$ cat src/sv/lrp_pkg.sv
// ----------------------------------------------------------------------------
// lrp_pkg
// Shared types and codes of the link reconnect policy block.
// ----------------------------------------------------------------------------
package lrp_pkg;

  localparam int ADDR_W = 5;
  localparam int DATA_W = 32;

  localparam logic [7:0] SAT_MAX = 8'd255;

  localparam logic [1:0] CMD_STEP  = 2'd0;
  localparam logic [1:0] CMD_RESET = 2'd1;
  localparam logic [1:0] CMD_TAKE  = 2'd2;

  localparam logic [2:0] ACT_NONE          = 3'd0;
  localparam logic [2:0] ACT_STOP_AP       = 3'd1;
  localparam logic [2:0] ACT_START_AP      = 3'd2;
  localparam logic [2:0] ACT_REBOOT        = 3'd3;
  localparam logic [2:0] ACT_RESTART_RADIO = 3'd4;
  localparam logic [2:0] ACT_FAST          = 3'd5;
  localparam logic [2:0] ACT_SCAN          = 3'd6;

  localparam logic [2:0] REG_CONNECT_TIMEOUT = 3'd0;
  localparam logic [2:0] REG_FORGET_FAST     = 3'd1;
  localparam logic [2:0] REG_RESTART_RADIO   = 3'd2;
  localparam logic [2:0] REG_AP_RETRY        = 3'd3;
  localparam logic [2:0] REG_REBOOT_AFTER    = 3'd4;
  localparam logic [2:0] REG_AP_AFTER        = 3'd5;

  typedef struct packed {
    logic [31:0] connect_timeout_ms;
    logic [7:0]  forget_fast_after;
    logic [7:0]  restart_radio_every;
    logic [31:0] ap_retry_ms;
    logic [31:0] reboot_after_ms;
    logic [31:0] ap_after_ms;
  } cfg_t;

  typedef struct packed {
    logic done;
    logic rem_zero;
  } mod_status_t;

endpackage

$ cat src/sv/lrp_alu.sv
// ----------------------------------------------------------------------------
// lrp_alu
// Shared subtractor: wrapping difference and unsigned compare by borrow.
// ----------------------------------------------------------------------------
module lrp_alu #(
  parameter int Width = 32
) (
  input  logic [Width-1:0] a_i,
  input  logic [Width-1:0] b_i,
  output logic [Width-1:0] diff_o,
  output logic             borrow_o
);

  logic [Width:0] full;

  assign full     = {1'b0, a_i} - {1'b0, b_i};
  assign diff_o   = full[Width-1:0];
  assign borrow_o = full[Width];

endmodule

$ cat src/sv/lrp_mod.sv
// ----------------------------------------------------------------------------
// lrp_mod
// Restoring remainder of two 8-bit values, one quotient bit per cycle.
// ----------------------------------------------------------------------------
module lrp_mod (
  input  logic                 clk_i,
  input  logic                 rst_ni,
  input  logic                 start_i,
  input  logic [7:0]           dividend_i,
  input  logic [7:0]           divisor_i,
  output lrp_pkg::mod_status_t status_o
);

  logic       busy_q, busy_d;
  logic       done_q, done_d;
  logic [2:0] cnt_q, cnt_d;
  logic [7:0] rem_q, rem_d;
  logic [7:0] dvd_q, dvd_d;
  logic [7:0] dvs_q, dvs_d;
  logic [8:0] trial;

  always_comb begin
    trial  = {rem_q, dvd_q[7]};
    busy_d = busy_q;
    done_d = 1'b0;
    cnt_d  = cnt_q;
    rem_d  = rem_q;
    dvd_d  = dvd_q;
    dvs_d  = dvs_q;
    if (start_i) begin
      busy_d = 1'b1;
      cnt_d  = 3'd0;
      rem_d  = 8'd0;
      dvd_d  = dividend_i;
      dvs_d  = divisor_i;
    end else if (busy_q) begin
      if (trial >= {1'b0, dvs_q}) begin
        rem_d = 8'(trial - {1'b0, dvs_q});
      end else begin
        rem_d = trial[7:0];
      end
      dvd_d = {dvd_q[6:0], 1'b0};
      cnt_d = cnt_q + 3'd1;
      if (cnt_q == 3'd7) begin
        busy_d = 1'b0;
        done_d = 1'b1;
      end
    end
  end

  always_ff @(posedge clk_i or negedge rst_ni) begin
    if (!rst_ni) begin
      busy_q <= 1'b0;
      done_q <= 1'b0;
      cnt_q  <= 3'd0;
    end else begin
      busy_q <= busy_d;
      done_q <= done_d;
      cnt_q  <= cnt_d;
    end
  end

  always_ff @(posedge clk_i) begin
    rem_q <= rem_d;
    dvd_q <= dvd_d;
    dvs_q <= dvs_d;
  end

  assign status_o.done     = done_q;
  assign status_o.rem_zero = (rem_q == 8'd0);

endmodule

$ cat src/sv/lrp_cfg.sv
// ----------------------------------------------------------------------------
// lrp_cfg
// APB register file holding the policy thresholds.
// ----------------------------------------------------------------------------
module lrp_cfg (
  input  logic                        clk_i,
  input  logic                        rst_ni,
  input  logic                        psel,
  input  logic                        penable,
  input  logic                        pwrite,
  input  logic [lrp_pkg::ADDR_W-1:0]  paddr,
  input  logic [lrp_pkg::DATA_W-1:0]  pwdata,
  output logic [lrp_pkg::DATA_W-1:0]  prdata,
  output logic                        pready,
  output lrp_pkg::cfg_t               cfg_o
);

  lrp_pkg::cfg_t cfg_q, cfg_d;
  logic [2:0]    idx;
  logic          wr_en;

  assign idx    = paddr[4:2];
  assign wr_en  = psel && penable && pwrite;
  assign pready = 1'b1;

  always_comb begin
    cfg_d = cfg_q;
    if (wr_en) begin
      unique case (idx)
        lrp_pkg::REG_CONNECT_TIMEOUT: cfg_d.connect_timeout_ms  = pwdata;
        lrp_pkg::REG_FORGET_FAST:     cfg_d.forget_fast_after   = pwdata[7:0];
        lrp_pkg::REG_RESTART_RADIO:   cfg_d.restart_radio_every = pwdata[7:0];
        lrp_pkg::REG_AP_RETRY:        cfg_d.ap_retry_ms         = pwdata;
        lrp_pkg::REG_REBOOT_AFTER:    cfg_d.reboot_after_ms     = pwdata;
        lrp_pkg::REG_AP_AFTER:        cfg_d.ap_after_ms         = pwdata;
        default:                      cfg_d = cfg_q;
      endcase
    end
  end

  always_comb begin
    unique case (idx)
      lrp_pkg::REG_CONNECT_TIMEOUT: prdata = cfg_q.connect_timeout_ms;
      lrp_pkg::REG_FORGET_FAST:     prdata = {24'd0, cfg_q.forget_fast_after};
      lrp_pkg::REG_RESTART_RADIO:   prdata = {24'd0, cfg_q.restart_radio_every};
      lrp_pkg::REG_AP_RETRY:        prdata = cfg_q.ap_retry_ms;
      lrp_pkg::REG_REBOOT_AFTER:    prdata = cfg_q.reboot_after_ms;
      lrp_pkg::REG_AP_AFTER:        prdata = cfg_q.ap_after_ms;
      default:                      prdata = '0;
    endcase
  end

  always_ff @(posedge clk_i or negedge rst_ni) begin
    if (!rst_ni) begin
      cfg_q.connect_timeout_ms  <= 32'd15000;
      cfg_q.forget_fast_after   <= 8'd3;
      cfg_q.restart_radio_every <= 8'd4;
      cfg_q.ap_retry_ms         <= 32'd30000;
      cfg_q.reboot_after_ms     <= 32'd0;
      cfg_q.ap_after_ms         <= 32'd120000;
    end else begin
      cfg_q <= cfg_d;
    end
  end

  assign cfg_o = cfg_q;

endmodule

$ cat src/sv/link_reconnect_policy.sv
// ----------------------------------------------------------------------------
// link_reconnect_policy
// Escalation ladder for link recovery: one action per transaction.
// ----------------------------------------------------------------------------
//  channel   | handshake                | payload
//  ----------+--------------------------+-------------------------------------
//  config    | psel/penable/pwrite      | paddr, pwdata, prdata
//  input     | in_valid_i / in_stall_o  | command_i, now_ms_i, link facts
//  output    | out_valid_o / out_stall_i| action_o, offline_time_o,
//            |                          | forget_notice_o
//
//  A reset transaction or a step with the link up goes straight to S_DONE and a
//  take via S_LOST_DIFF; a step with the link down walks S_ATT_DIFF, S_ATT_CMP,
//  S_MOD on a timeout (8-bit remainder for radio restarts) and S_LOST_DIFF onward.
//  Every time difference and time threshold compare goes through one subtractor.
//  Reset clears policy state and loads register defaults.
//  A result waiting on out_stall_i holds; the next transaction is taken meanwhile.
// ----------------------------------------------------------------------------
module link_reconnect_policy #(
  parameter int TIME_BITS = 32
) (
  input  logic                       clk_i,
  input  logic                       rst_ni,
  input  logic                       psel,
  input  logic                       penable,
  input  logic                       pwrite,
  input  logic [lrp_pkg::ADDR_W-1:0] paddr,
  input  logic [lrp_pkg::DATA_W-1:0] pwdata,
  output logic [lrp_pkg::DATA_W-1:0] prdata,
  output logic                       pready,
  input  logic                       in_valid_i,
  output logic                       in_stall_o,
  input  logic [1:0]                 command_i,
  input  logic [31:0]                now_ms_i,
  input  logic                       link_is_up_i,
  input  logic                       ap_active_i,
  input  logic                       ap_busy_i,
  input  logic                       have_ssid_i,
  input  logic                       refused_new_network_i,
  input  logic                       have_fast_params_i,
  output logic                       out_valid_o,
  input  logic                       out_stall_i,
  output logic [2:0]                 action_o,
  output logic [31:0]                offline_time_o,
  output logic                       forget_notice_o
);

  localparam int CMP_W = (TIME_BITS > 32) ? TIME_BITS : 32;

  localparam logic [3:0] S_IDLE       = 4'd0;
  localparam logic [3:0] S_ATT_DIFF   = 4'd1;
  localparam logic [3:0] S_ATT_CMP    = 4'd2;
  localparam logic [3:0] S_MOD        = 4'd3;
  localparam logic [3:0] S_LOST_DIFF  = 4'd4;
  localparam logic [3:0] S_REBOOT_CMP = 4'd5;
  localparam logic [3:0] S_AP_CMP     = 4'd6;
  localparam logic [3:0] S_RETRY_DIFF = 4'd7;
  localparam logic [3:0] S_RETRY_CMP  = 4'd8;
  localparam logic [3:0] S_DONE       = 4'd9;

  lrp_pkg::cfg_t        cfg;
  lrp_pkg::mod_status_t mod_status;

  logic [3:0] state_q, state_d;

  // latched transaction
  logic [1:0]           cmd_q, cmd_d;
  logic [TIME_BITS-1:0] now_q, now_d;
  logic apa_q, apa_d, apb_q, apb_d, ssid_q, ssid_d;
  logic refused_q, refused_d, fastp_q, fastp_d;
  logic [TIME_BITS-1:0] t_q, t_d;

  // policy state
  logic                 link_state_q, link_state_d;
  logic [TIME_BITS-1:0] lost_since_q, lost_since_d;
  logic                 running_q, running_d;
  logic [TIME_BITS-1:0] attempt_start_q, attempt_start_d;
  logic                 attempt_fast_q, attempt_fast_d;
  logic [TIME_BITS-1:0] retry_start_q, retry_start_d;
  logic [31:0]          retry_delay_q, retry_delay_d;
  logic [7:0]           fail_count_q, fail_count_d;
  logic [7:0]           fast_fail_q, fast_fail_d;
  logic                 fast_off_q, fast_off_d;
  logic                 forget_q, forget_d;
  logic                 restart_q, restart_d;

  // result and output register
  logic [2:0]  res_act_q, res_act_d;
  logic [31:0] res_off_q, res_off_d;
  logic        res_notice_q, res_notice_d;
  logic        out_valid_q, out_valid_d;
  logic [2:0]  out_act_q;
  logic [31:0] out_off_q;
  logic        out_notice_q;
  logic        out_load;

  logic [CMP_W-1:0] alu_a, alu_b, alu_diff;
  logic             alu_borrow;
  logic             mod_start;
  logic [7:0]       fc_inc, ffc_inc;
  logic [TIME_BITS-1:0] now_in;

  lrp_cfg u_lrp_cfg (
    .clk_i   (clk_i),
    .rst_ni  (rst_ni),
    .psel    (psel),
    .penable (penable),
    .pwrite  (pwrite),
    .paddr   (paddr),
    .pwdata  (pwdata),
    .prdata  (prdata),
    .pready  (pready),
    .cfg_o   (cfg)
  );

  lrp_alu #(.Width(CMP_W)) u_lrp_alu (
    .a_i      (alu_a),
    .b_i      (alu_b),
    .diff_o   (alu_diff),
    .borrow_o (alu_borrow)
  );

  lrp_mod u_lrp_mod (
    .clk_i      (clk_i),
    .rst_ni     (rst_ni),
    .start_i    (mod_start),
    .dividend_i (fc_inc),
    .divisor_i  (cfg.restart_radio_every),
    .status_o   (mod_status)
  );

  assign in_stall_o = (state_q != S_IDLE);
  assign now_in     = TIME_BITS'(now_ms_i);
  assign fc_inc     = (fail_count_q == lrp_pkg::SAT_MAX) ? fail_count_q : fail_count_q + 8'd1;
  assign ffc_inc    = (fast_fail_q == lrp_pkg::SAT_MAX) ? fast_fail_q : fast_fail_q + 8'd1;
  assign out_load   = (state_q == S_DONE) && (!out_valid_q || !out_stall_i);

  always_comb begin
    state_d         = state_q;
    cmd_d           = cmd_q;
    now_d           = now_q;
    apa_d           = apa_q;
    apb_d           = apb_q;
    ssid_d          = ssid_q;
    refused_d       = refused_q;
    fastp_d         = fastp_q;
    t_d             = t_q;
    link_state_d    = link_state_q;
    lost_since_d    = lost_since_q;
    running_d       = running_q;
    attempt_start_d = attempt_start_q;
    attempt_fast_d  = attempt_fast_q;
    retry_start_d   = retry_start_q;
    retry_delay_d   = retry_delay_q;
    fail_count_d    = fail_count_q;
    fast_fail_d     = fast_fail_q;
    fast_off_d      = fast_off_q;
    forget_d        = forget_q;
    restart_d       = restart_q;
    res_act_d       = res_act_q;
    res_off_d       = res_off_q;
    res_notice_d    = res_notice_q;
    alu_a           = '0;
    alu_b           = '0;
    mod_start       = 1'b0;

    unique case (state_q)
      S_IDLE: begin
        if (in_valid_i) begin
          cmd_d        = command_i;
          now_d        = now_in;
          apa_d        = ap_active_i;
          apb_d        = ap_busy_i;
          ssid_d       = have_ssid_i;
          refused_d    = refused_new_network_i;
          fastp_d      = have_fast_params_i;
          res_act_d    = lrp_pkg::ACT_NONE;
          res_off_d    = 32'd0;
          res_notice_d = 1'b0;
          if (command_i == lrp_pkg::CMD_STEP && link_is_up_i) begin
            if (!link_state_q) begin
              link_state_d = 1'b1;
              running_d    = 1'b0;
              restart_d    = 1'b0;
              fail_count_d = 8'd0;
              fast_fail_d  = 8'd0;
              fast_off_d   = 1'b0;
            end
            if (ap_active_i && !ap_busy_i) begin
              res_act_d = lrp_pkg::ACT_STOP_AP;
            end
            state_d = S_DONE;
          end else if (command_i == lrp_pkg::CMD_STEP) begin
            state_d = S_ATT_DIFF;
          end else if (command_i == lrp_pkg::CMD_RESET) begin
            link_state_d    = 1'b0;
            lost_since_d    = now_in;
            running_d       = 1'b0;
            attempt_start_d = now_in;
            attempt_fast_d  = 1'b0;
            retry_start_d   = now_in;
            retry_delay_d   = 32'd0;
            fail_count_d    = 8'd0;
            fast_fail_d     = 8'd0;
            fast_off_d      = 1'b0;
            forget_d        = 1'b0;
            restart_d       = 1'b0;
            state_d         = S_DONE;
          end else begin
            state_d = S_LOST_DIFF;
          end
        end
      end

      S_ATT_DIFF: begin
        alu_a = CMP_W'(now_q);
        alu_b = CMP_W'(attempt_start_q);
        t_d   = alu_diff[TIME_BITS-1:0];
        if (link_state_q) begin
          link_state_d  = 1'b0;
          lost_since_d  = now_q;
          retry_start_d = now_q;
          retry_delay_d = 32'd0;
        end
        state_d = S_ATT_CMP;
      end

      S_ATT_CMP: begin
        alu_a   = CMP_W'(t_q);
        alu_b   = CMP_W'(cfg.connect_timeout_ms);
        state_d = S_LOST_DIFF;
        if (running_q && !alu_borrow) begin
          running_d    = 1'b0;
          fail_count_d = fc_inc;
          if (attempt_fast_q) begin
            fast_fail_d = ffc_inc;
            if (cfg.forget_fast_after != 8'd0 && ffc_inc >= cfg.forget_fast_after
                && !fast_off_q) begin
              fast_off_d = 1'b1;
              forget_d   = 1'b1;
            end
          end
          retry_start_d = now_q;
          retry_delay_d = apa_q ? cfg.ap_retry_ms : 32'd0;
          if (cfg.restart_radio_every != 8'd0) begin
            mod_start = 1'b1;
            state_d   = S_MOD;
          end
        end
      end

      S_MOD: begin
        if (mod_status.done) begin
          if (mod_status.rem_zero) begin
            restart_d = 1'b1;
          end
          state_d = S_LOST_DIFF;
        end
      end

      S_LOST_DIFF: begin
        alu_a = CMP_W'(now_q);
        alu_b = CMP_W'(lost_since_q);
        t_d   = alu_diff[TIME_BITS-1:0];
        res_off_d = link_state_q ? 32'd0 : 32'(alu_diff[TIME_BITS-1:0]);
        if (cmd_q != lrp_pkg::CMD_STEP) begin
          if (cmd_q == lrp_pkg::CMD_TAKE) begin
            res_notice_d = forget_q;
            forget_d     = 1'b0;
          end
          state_d = S_DONE;
        end else if (!ssid_q) begin
          res_act_d = apa_q ? lrp_pkg::ACT_NONE : lrp_pkg::ACT_START_AP;
          state_d   = S_DONE;
        end else begin
          state_d = S_REBOOT_CMP;
        end
      end

      S_REBOOT_CMP: begin
        alu_a = CMP_W'(t_q);
        alu_b = CMP_W'(cfg.reboot_after_ms);
        if (cfg.reboot_after_ms != 32'd0 && !apb_q && !alu_borrow) begin
          res_act_d = lrp_pkg::ACT_REBOOT;
          state_d   = S_DONE;
        end else begin
          state_d = S_AP_CMP;
        end
      end

      S_AP_CMP: begin
        alu_a = CMP_W'(t_q);
        alu_b = CMP_W'(cfg.ap_after_ms);
        if (!apa_q && (refused_q || !alu_borrow)) begin
          res_act_d = lrp_pkg::ACT_START_AP;
          state_d   = S_DONE;
        end else if (running_q) begin
          state_d = S_DONE;
        end else begin
          state_d = S_RETRY_DIFF;
        end
      end

      S_RETRY_DIFF: begin
        alu_a   = CMP_W'(now_q);
        alu_b   = CMP_W'(retry_start_q);
        t_d     = alu_diff[TIME_BITS-1:0];
        state_d = S_RETRY_CMP;
      end

      S_RETRY_CMP: begin
        alu_a   = CMP_W'(t_q);
        alu_b   = CMP_W'(retry_delay_q);
        state_d = S_DONE;
        if (!alu_borrow) begin
          if (restart_q && !apb_q) begin
            restart_d     = 1'b0;
            retry_start_d = now_q;
            retry_delay_d = 32'd0;
            res_act_d     = lrp_pkg::ACT_RESTART_RADIO;
          end else begin
            attempt_fast_d  = fastp_q && !fast_off_q && !fail_count_q[0];
            running_d       = 1'b1;
            attempt_start_d = now_q;
            res_act_d       = (fastp_q && !fast_off_q && !fail_count_q[0]) ?
                              lrp_pkg::ACT_FAST : lrp_pkg::ACT_SCAN;
          end
        end
      end

      S_DONE: begin
        if (out_load) begin
          state_d = S_IDLE;
        end
      end

      default: state_d = S_IDLE;
    endcase
  end

  always_comb begin
    out_valid_d = out_valid_q && out_stall_i;
    if (out_load) begin
      out_valid_d = 1'b1;
    end
  end

  always_ff @(posedge clk_i or negedge rst_ni) begin
    if (!rst_ni) begin
      state_q         <= S_IDLE;
      out_valid_q     <= 1'b0;
      link_state_q    <= 1'b0;
      lost_since_q    <= '0;
      running_q       <= 1'b0;
      attempt_start_q <= '0;
      attempt_fast_q  <= 1'b0;
      retry_start_q   <= '0;
      retry_delay_q   <= 32'd0;
      fail_count_q    <= 8'd0;
      fast_fail_q     <= 8'd0;
      fast_off_q      <= 1'b0;
      forget_q        <= 1'b0;
      restart_q       <= 1'b0;
    end else begin
      state_q         <= state_d;
      out_valid_q     <= out_valid_d;
      link_state_q    <= link_state_d;
      lost_since_q    <= lost_since_d;
      running_q       <= running_d;
      attempt_start_q <= attempt_start_d;
      attempt_fast_q  <= attempt_fast_d;
      retry_start_q   <= retry_start_d;
      retry_delay_q   <= retry_delay_d;
      fail_count_q    <= fail_count_d;
      fast_fail_q     <= fast_fail_d;
      fast_off_q      <= fast_off_d;
      forget_q        <= forget_d;
      restart_q       <= restart_d;
    end
  end

  always_ff @(posedge clk_i) begin
    cmd_q        <= cmd_d;
    now_q        <= now_d;
    apa_q        <= apa_d;
    apb_q        <= apb_d;
    ssid_q       <= ssid_d;
    refused_q    <= refused_d;
    fastp_q      <= fastp_d;
    t_q          <= t_d;
    res_act_q    <= res_act_d;
    res_off_q    <= res_off_d;
    res_notice_q <= res_notice_d;
    if (out_load) begin
      out_act_q    <= res_act_q;
      out_off_q    <= res_off_q;
      out_notice_q <= res_notice_q;
    end
  end

  assign out_valid_o     = out_valid_q;
  assign action_o        = out_act_q;
  assign offline_time_o  = out_off_q;
  assign forget_notice_o = out_notice_q;

endmodule

$ cat config.mk
export PLATFORM = sky130hd
export DESIGN_NAME = link_reconnect_policy
export DESIGN_NICKNAME = d
export VERILOG_FILES = /design/src/sv/lrp_pkg.sv /design/src/sv/lrp_alu.sv /design/src/sv/lrp_mod.sv /design/src/sv/lrp_cfg.sv /design/src/sv/link_reconnect_policy.sv
export SDC_FILE = /design/constraint.sdc
export NUM_CORES = 1
export LEC_CHECK = 0
export ABC_AREA = 1
export BUFFER_PORTS_ARGS = -buffer_cell sky130_fd_sc_hd__buf_2
export CORE_ASPECT_RATIO = 1.2
export CORE_MARGIN = 8
export CORE_UTILIZATION = 55
export CTS_CLUSTER_DIAMETER = 50
export CTS_CLUSTER_SIZE = 12
export DETAILED_ROUTE_END_ITERATION = 10
export GPL_TIMING_DRIVEN = 0
export PLACE_DENSITY_LB_ADDON = 0.08
export SYNTH_ARGS = -nofsm -noshare
export SYNTH_HDL_FRONTEND = slang
export SYNTH_SLANG_ARGS = --single-unit
$ cat constraint.sdc
create_clock -name clk_i -period 4.6 [get_ports clk_i]
set_clock_uncertainty 0.2 [all_clocks]
set_input_delay 0.92 -clock clk_i [delete_from_list [all_inputs] [get_ports clk_i]]
set_output_delay 0.92 -clock clk_i [all_outputs]
set_load 0.02 [all_outputs]
## After elaboration in Yosys (flattened, before gate mapping)

Index checks and enable logic that the tools add are counted.

- Bits of input ports: 84
- Memories kept: 0
- Register bits: 471
- Logic and storage cells: 271
- ROM bits: 0
- Latch bits: 0
- Bits in writable memories: 0
- Output and inout port bits: 71

- Eq/ne operators: 42
- Magnitude comparators: 2
- Reduce and logical (&&, ||, !) cells: 67
- Muxes and demuxes: 115
- Shift operators: 0
- Divide/modulo/power cells: 0
- Bitwise logic cells: 0
- $add $sub $neg: 5
- $mul: 0

Operator list:

| kind | number |
|---|---|
| 32-bit 2-to-1 mux | 21 |
| 32-bit case mux with 2 select lines | 4 |
| 32-bit case mux with 4 select lines | 2 |
| 32-bit case mux with 7 select lines | 1 |
| 32-bit case mux with 6 select lines | 1 |
| 8-bit 2-to-1 mux | 13 |
| 4-bit 2-to-1 mux | 11 |
| 4-bit case mux with 10 select lines | 1 |
| 1-bit 2-to-1 mux | 38 |
| 2-bit != test (second input constant) | 19 |
| 32-bit by 32-bit subtractor with 33-bit output | 1 |
| 8-bit case mux with 2 select lines | 2 |
| 32-bit nonzero test | 1 |
| 3-bit 2-to-1 mux | 10 |
| 7-bit AND reduction | 3 |
| 9-bit AND reduction | 2 |
| 8-bit by 1-bit adder with 8-bit output (second input constant) | 2 |
| 4-bit by 3-bit equality test with 1-bit output (second input constant) | 4 |
| 8-bit equality test (second input constant) | 2 |
| 2-bit AND reduction | 8 |
| 8-bit AND reduction | 2 |
| 8-bit nonzero test | 2 |
| 1-bit logical AND | 15 |
| 3-bit case mux with 5 select lines | 1 |
| other kinds (33) | 65 |

## Longest topological paths before layout

- Word-level depth: 9
- Gate-level depth with buffers: 28
- Mapped depth without buffers: 26

## Cells and area by module

A second synthesis with hierarchy kept.

- Cells, all modules: 3,311
- Area, all modules: 25,921.1 sq um

Modules (own cells, without submodules):

| module | area each (sq um) | cells each | sequential area each (sq um) | instances |
|---|---|---|---|---|
| link_reconnect_policy | 14,547.7 | 1,678 | 8,172.8 | 1 |
| lrp_cfg | 7,075.5 | 880 | 3,633.5 | 1 |
| lrp_alu | 2,611.3 | 550 | 0.0 | 1 |
| lrp_mod | 1,686.6 | 203 | 765.7 | 1 |

## Worst setup path before layout

Ideal clock, no wire load.

- Path kind: flip-flop to flip-flop
- Start: reg state_q[0]
- End: reg u_lrp_mod.dvd_q[0], enable pin
- Stages on the path, launching flop included: 24
- Setup time: 0.303 ns
- Path buffers: 2
- Period minus slack after synthesis: 4.005 ns
- Data required time: 4.097 ns
- Setup slack: 0.595 ns
- Arrival time: 3.502 ns
- Path through: dfrtp_1 -> inv_2 -> nor2_1 -> inv_2 -> nor2_1 -> inv_1 -> clkbuf_1 -> o22ai_1 -> a221oi_1 -> nand2_1 -> ha_1 -> inv_1 -> fa_1 -> nand2_1 -> nand2_1 -> nand3_1 -> nand2_1 -> nand2_1 -> nand2_2 -> nand2_2 -> nand2_4 -> nand4_1 -> clkbuf_1 -> nand2_1

- Cells in the longest elaborated chain, start to end: 9
- Elaborated cells between the ends (all ways): 17
- Those cells by class: add/sub: 1; eq/ne: 7; mux: 4; reduce/logical: 5

Ends and longest elaborated chain:

| what | RTL line | source |
|---|---|---|
| start, declared | link_reconnect_policy.sv:64 | `logic [3:0] state_q, state_d;` |
| start signal, assigned | link_reconnect_policy.sv:365 | `state_q <= state_d;` |
| 4-bit equality test, or another cell as far along | link_reconnect_policy.sv:167 | `unique case (state_q)` |
| 4-bit OR reduction (no line) or 3-bit OR reduction (tied branches) | - |  |
| 32-bit case mux with 2 select lines | link_reconnect_policy.sv:167 |  |
| 32-bit by 32-bit subtractor with 33-bit output | lrp_alu.sv:16 | `assign full = {1'b0, a_i} - {1'b0, b_i};` |
| 1-bit logical NOT | - |  |
| 1-bit logical AND | link_reconnect_policy.sv:232 | `if (running_q && !alu_borrow) begin` |
| 1-bit 2-to-1 mux | link_reconnect_policy.sv:232 |  |
| 1-bit 2-to-1 mux (*) | link_reconnect_policy.sv:167 |  |
| 2-bit nonzero test (no line) (*) | - |  |
| end signal, assigned | lrp_mod.sv:65 | `dvd_q <= dvd_d;` |
| end, declared | lrp_mod.sv:18 | `logic [7:0] dvd_q, dvd_d;` |

Every way passes the cells marked *; elsewhere a longest branch is shown, timed or not.
A chain may end at the register's enable or synchronous reset.

## Worst setup path after layout

- Start: reg state_q[0]
- End: reg attempt_start_q[3]

- Cells in the longest elaborated chain, start to end: 6
- Elaborated cells between the ends (all ways): 22
- Those cells by class: add/sub: 1; eq/ne: 13; mux: 3; reduce/logical: 5

Ends and longest elaborated chain:

| what | RTL line | source |
|---|---|---|
| 4-bit equality test, or another cell as far along | link_reconnect_policy.sv:167 |  |
| 4-bit OR reduction (no line) or 3-bit OR reduction (tied branches) | - |  |
| 32-bit case mux with 2 select lines | link_reconnect_policy.sv:167 |  |
| 32-bit by 32-bit subtractor with 33-bit output | lrp_alu.sv:16 |  |
| 2-bit != test (no line) | - |  |
| 7-bit AND reduction (no line) | - |  |
| end signal, assigned | link_reconnect_policy.sv:370 | `attempt_start_q <= attempt_start_d;` |
| end, declared | link_reconnect_policy.sv:77 | `logic [TIME_BITS-1:0] attempt_start_q, attempt_start_d;` |

Several ways; a longest one is shown, not always the timed one.

==> impl_metrics.csv <==
group,metric,value,unit
outcome,status,"completed",
route,via_per_inst,5.97,
flow_run,drv_cap,0,
pwr,power_density,889,mW/mm^2
sta,slew-limit-headroom,31.5,%
cts,insertion_delay,0.62,ns
pwr,comb_power_share,56.1,%
global_routing,grt_overflow,0,
floorplanning,rows,83,
worst_setup_path,r2r_start,"state_q[0]",
global_routing,antenna_found_initial,3,
yosys,async_flop_share,64.5,%
yosys,syn_inst,2760,
worst_setup_path,crit_slowest_cell,"dfrtp_2",
floorplanning,die-area,0.0504,mm^2
cts,cts.sinks,471,
global_routing,grtUsageMet2,50.7,%
placement,place_area,0.0255,mm^2
pwr,clock_power_share,16.1,%
yosys,synthTopCellsByArea,"dfrtp_1, edfxtp_1, nand2_1",
yosys,syn_nets,2898,
worst_setup_path,regToRegEndpoint,"attempt_start_q[3]",
worst_setup_path,required,4.89,ns
sta,layout_setup_ws,0.114,ns
floorplanning,core,0.0429,mm^2
sta,setup_viol,0,
worst_setup_path,crit_fanout,10,
cts,numCtsBuffers,49,
cells_and_area,multiInputGateArea,0.00977,mm^2
floorplanning,die_h,244,um
worst_setup_path,reg2reg_depth,21,
cts,cts_tree,"built",
sta,max_freq,0.223,GHz
cells_and_area,nNetsFinal,3128,
sta,post-route-min-period,4.49,ns
worst_setup_path,cp_data_arrival_time,4.77,ns
route,ant_nets,0,
yosys,synth_largest_area_cell,"dfrtp_1",
floorplanning,start_util,55.7,%
cells_and_area,fin_cells,3586,
global_routing,grt_pass1_wl,123000,um
cts,path_clk_slew,0.06,ns
yosys,synth_ff_type,"dfrtp_1",
floorplanning,fp.dieW,206,um
yosys,ys_seq_elements,471,
cts,cts_root_buffer,"clkbuf_16",
placement,post-place-cells,3468,
pwr,p_leak,12.6,nW
yosys,synth_top_area_share,29.3,%
cts,clockBufferDepth,3,
worst_setup_path,worstPathCellList,"nor2_4 -> inv_1 -> nor2_4 -> inv_2 -> clkbuf_2 -> o22ai_1 -> a21oi_1 -> o2111ai_1 -> a21oi_1 -> ha_1 -> nand2_1 -> inv_2 -> nand2_1 -> nor3_2 -> a21oi_4 -> nand2_4 -> o21ai_4 -> inv_2 -> buf_2 -> nand2_1 -> o21ai_0",
cells_and_area,stdcell_area,0.0279,mm^2
global_routing,grt_max_degree,117,
worst_setup_path,end_kind,"flip-flop",
pwr,p_sw_share,48.5,%
yosys,synth_area,0.0239,mm^2
yosys,synth_area_per_cell,8.66,um^2
route,drc,0,
route,vias,21400,
cells_and_area,drive_gt1_share,15.2,%
placement,dp_slack,-1.62,ns
cts,htreeDepth,2,
route,routed_wl,81900,um
sta,fin_crit_sh,97.5,%
route,firstDrtPassIters,6,
floorplanning,pin_count,155,
sta,whs,0.0876,ns
sta,worstMarginPinSlew,1.02,ns
min_path,hold_class,"in -> async",
worst_setup_path,slowest_delay,0.46,ns
global_routing,grt_util_met1,41.3,%
pwr,switchingPower,0.0120,W
worst_setup_path,rrSetupSlack,0.11,ns
global_routing,grt_use_total,32.4,%
placement,gp_congestion,0.997,
route,routedWlPerCell,22.8,um
worst_setup_path,cp-start-kind,"flip-flop",
pwr,ir_drop,616,uV
global_routing,busiest_layer,"met2",
sta,rsz0062_at_grt,"yes",
yosys,yosysWarnings,0,
yosys,ys_types,60,
sta,slew_viol_final,0,
cells_and_area,fill_cells,3716,
cells_and_area,area_growth,16.6,%
sta,fin_setup_tns,0,ns
yosys,seq_area_frac_synth,52.6,%
yosys,synth_edf_count,159,
global_routing,global_route.usage.met3,4.44,%
worst_setup_path,crit_type,"reg -> reg",
placement,port_buffers,150,
pwr,internal_power,0.0128,W
global_routing,grt_pass1_vias,21100,
cells_and_area,seq_area,0.0126,mm^2
sta,hold_violations,0,
pwr,sequentialPowerShare,27.8,%
placement,hpwlAfterDp,61300,um
route,drtIter0Drc,2132,
[per-stage QoR]
stage          power [W]  util (%)
2_1_floorplan     0.0155         -
3_3_place_gp      0.0196      59.1
3_5_place_dp      0.0199      59.5
4_1_cts           0.0242      64.2
5_1_grt           0.0263      65.0
6_report          0.0248      65.0
[power groups by stage]
| stage | Clock, W | Sequential, W | Combinational (W) |
|---|---|---|---|
| floorplan | 0 | 0.00677 | 0.00877 |
| global placement | 0 | 0.00691 | 0.0127 |
| detailed placement | 0 | 0.00692 | 0.0129 |
| CTS | 0.00400 | 0.00687 | 0.0133 |
| global route | 0.00414 | 0.00700 | 0.0152 |
| finish | 0.00399 | 0.00689 | 0.0139 |
[placed cells by master (no fill, tap or decap), drive strengths merged, types with 2 or more instances in the layout]
master     n
a2111oi   14
a211oi     2
a21o       3
a21oi    110
a221oi     2
a22o      10
a22oi      7
a31oi      3
a32o       4
and2       3
buf      222
clkbuf   165
clkinv     5
dfrtp    280
dfstp     24
dfxtp      8
diode      4
edfxtp   159
fa         2
ha        52
inv      406
mux2      24
nand2    633
nand3     46
nand3b     5
nand4     23
nor2     152
nor3      29
nor3b      2
nor4      11
o2111ai   10
o211a      2
o211ai    49
o21a       3
o21ai    366
o21bai    10
o22ai    123
o31ai     13
xnor2     11
xor2      29
[synth_stat cells, types with 8 or more instances]
cell / instances
nand2_1: 627
inv_1: 391
o21ai_0: 284
dfrtp_1: 280
edfxtp_1: 159
nor2_1: 141
o22ai_1: 123
a21oi_1: 108
clkbuf_1: 87
o21ai_1: 80
ha_1: 52
o211ai_1: 49
nand3_1: 44
xor2_1: 29
nor3_1: 28
buf_2: 26
dfstp_2: 24
mux2_2: 24
nand4_1: 23
a2111oi_0: 14
o31ai_1: 13
inv_2: 12
xnor2_1: 11
a22o_1: 10
nor4_1: 10
o2111ai_1: 10
o21bai_1: 10
dfxtp_1: 8
[metal layers]
| metal | wire length [um] | vias to the layer above |
|---|---|---|
| met5 | 12 | - |
| met4 | 5810 | 2 |
| met3 | 5660 | 239 |
| met2 | 37900 | 1012 |
| met1 | 32400 | 10400 |
| li1 | - | 9763 |
[state kept, by name, summed over array words and instances, names as in the netlist, 2 cells and up]
register,cells
action_o,3
state_q,4
lost_since_q,32
retry_start_q,32
res_act_q,3
u_lrp_mod.dvs_q,8
retry_delay_q,32
now_q,32
u_lrp_mod.rem_q,8
fast_fail_q,8
u_lrp_mod.cnt_q,3
u_lrp_cfg.cfg_o,144
fail_count_q,8
u_lrp_mod.dvd_q,8
attempt_start_q,32
res_off_q,32
cmd_q,2
offline_time_o,32
t_q,32
[worst max path at each step]
| stage | startpoint | end | slack, ns | depth (start not counted) |
|---|---|---|---|---|
| detailed placement | state_q[0] | u_lrp_mod.dvd_q[5] | -1.62 | 19 |
| CTS | state_q[3] | retry_start_q[6] | 0.0002 | 25 |
| finish | state_q[0] | attempt_start_q[3] | 0.11 | 21 |
| global placement | rst_ni | attempt_start_q[23] | -3.40 | 1 |
| global route | state_q[1] | u_lrp_mod.dvd_q[3] | -0.02 | 25 |
| floorplan | state_q[0] | u_lrp_mod.dvd_q[0] | 0.59 | 23 |
[cell families after synthesis]
family / after synthesis / synth area share [%]
other cells: 1 / 0.0157
compound gates: 734 / 17.7
mux: 24 / 1.13
simple gates: 906 / 15.6
fa+ha+maj: 54 / 2.89
flops: 471 / 52.6
buf+inv: 530 / 8.60
xor+xnor: 40 / 1.47
[area by class of cell]
type / instances / share of cell area [%]
Multi-Input combinational cell: 1759 / 35.0
Tap cell: 552 / 2.48
Antenna cell: 4 / 0.0359
Sequential cell: 471 / 45.1
Clock buffer: 82 / 5.25
Clock inverter: 9 / 0.417
Timing Repair Buffer: 179 / 3.78
Inverter: 404 / 5.48
Buffer: 126 / 2.41
[worst max-delay path: cells and delay by family (launching register included)]
kind                     cells  cell delay (ns)
adder cells (fa/ha/maj)      1             0.36
AND/OR/NAND/NOR              7             0.74
buffers and inverters        6             1.01
AO/OA/AOI/OAI                7             1.58
flip-flops                   1             0.46
[timing repair]
item                                    CTS  global route
resized for setup                       110            78
endpoints found under the setup margin  217           175
pin swaps                                 7             6
hold buffers                              0             0
setup buffers                            13            10
Power figures use the tool's default switching activity.
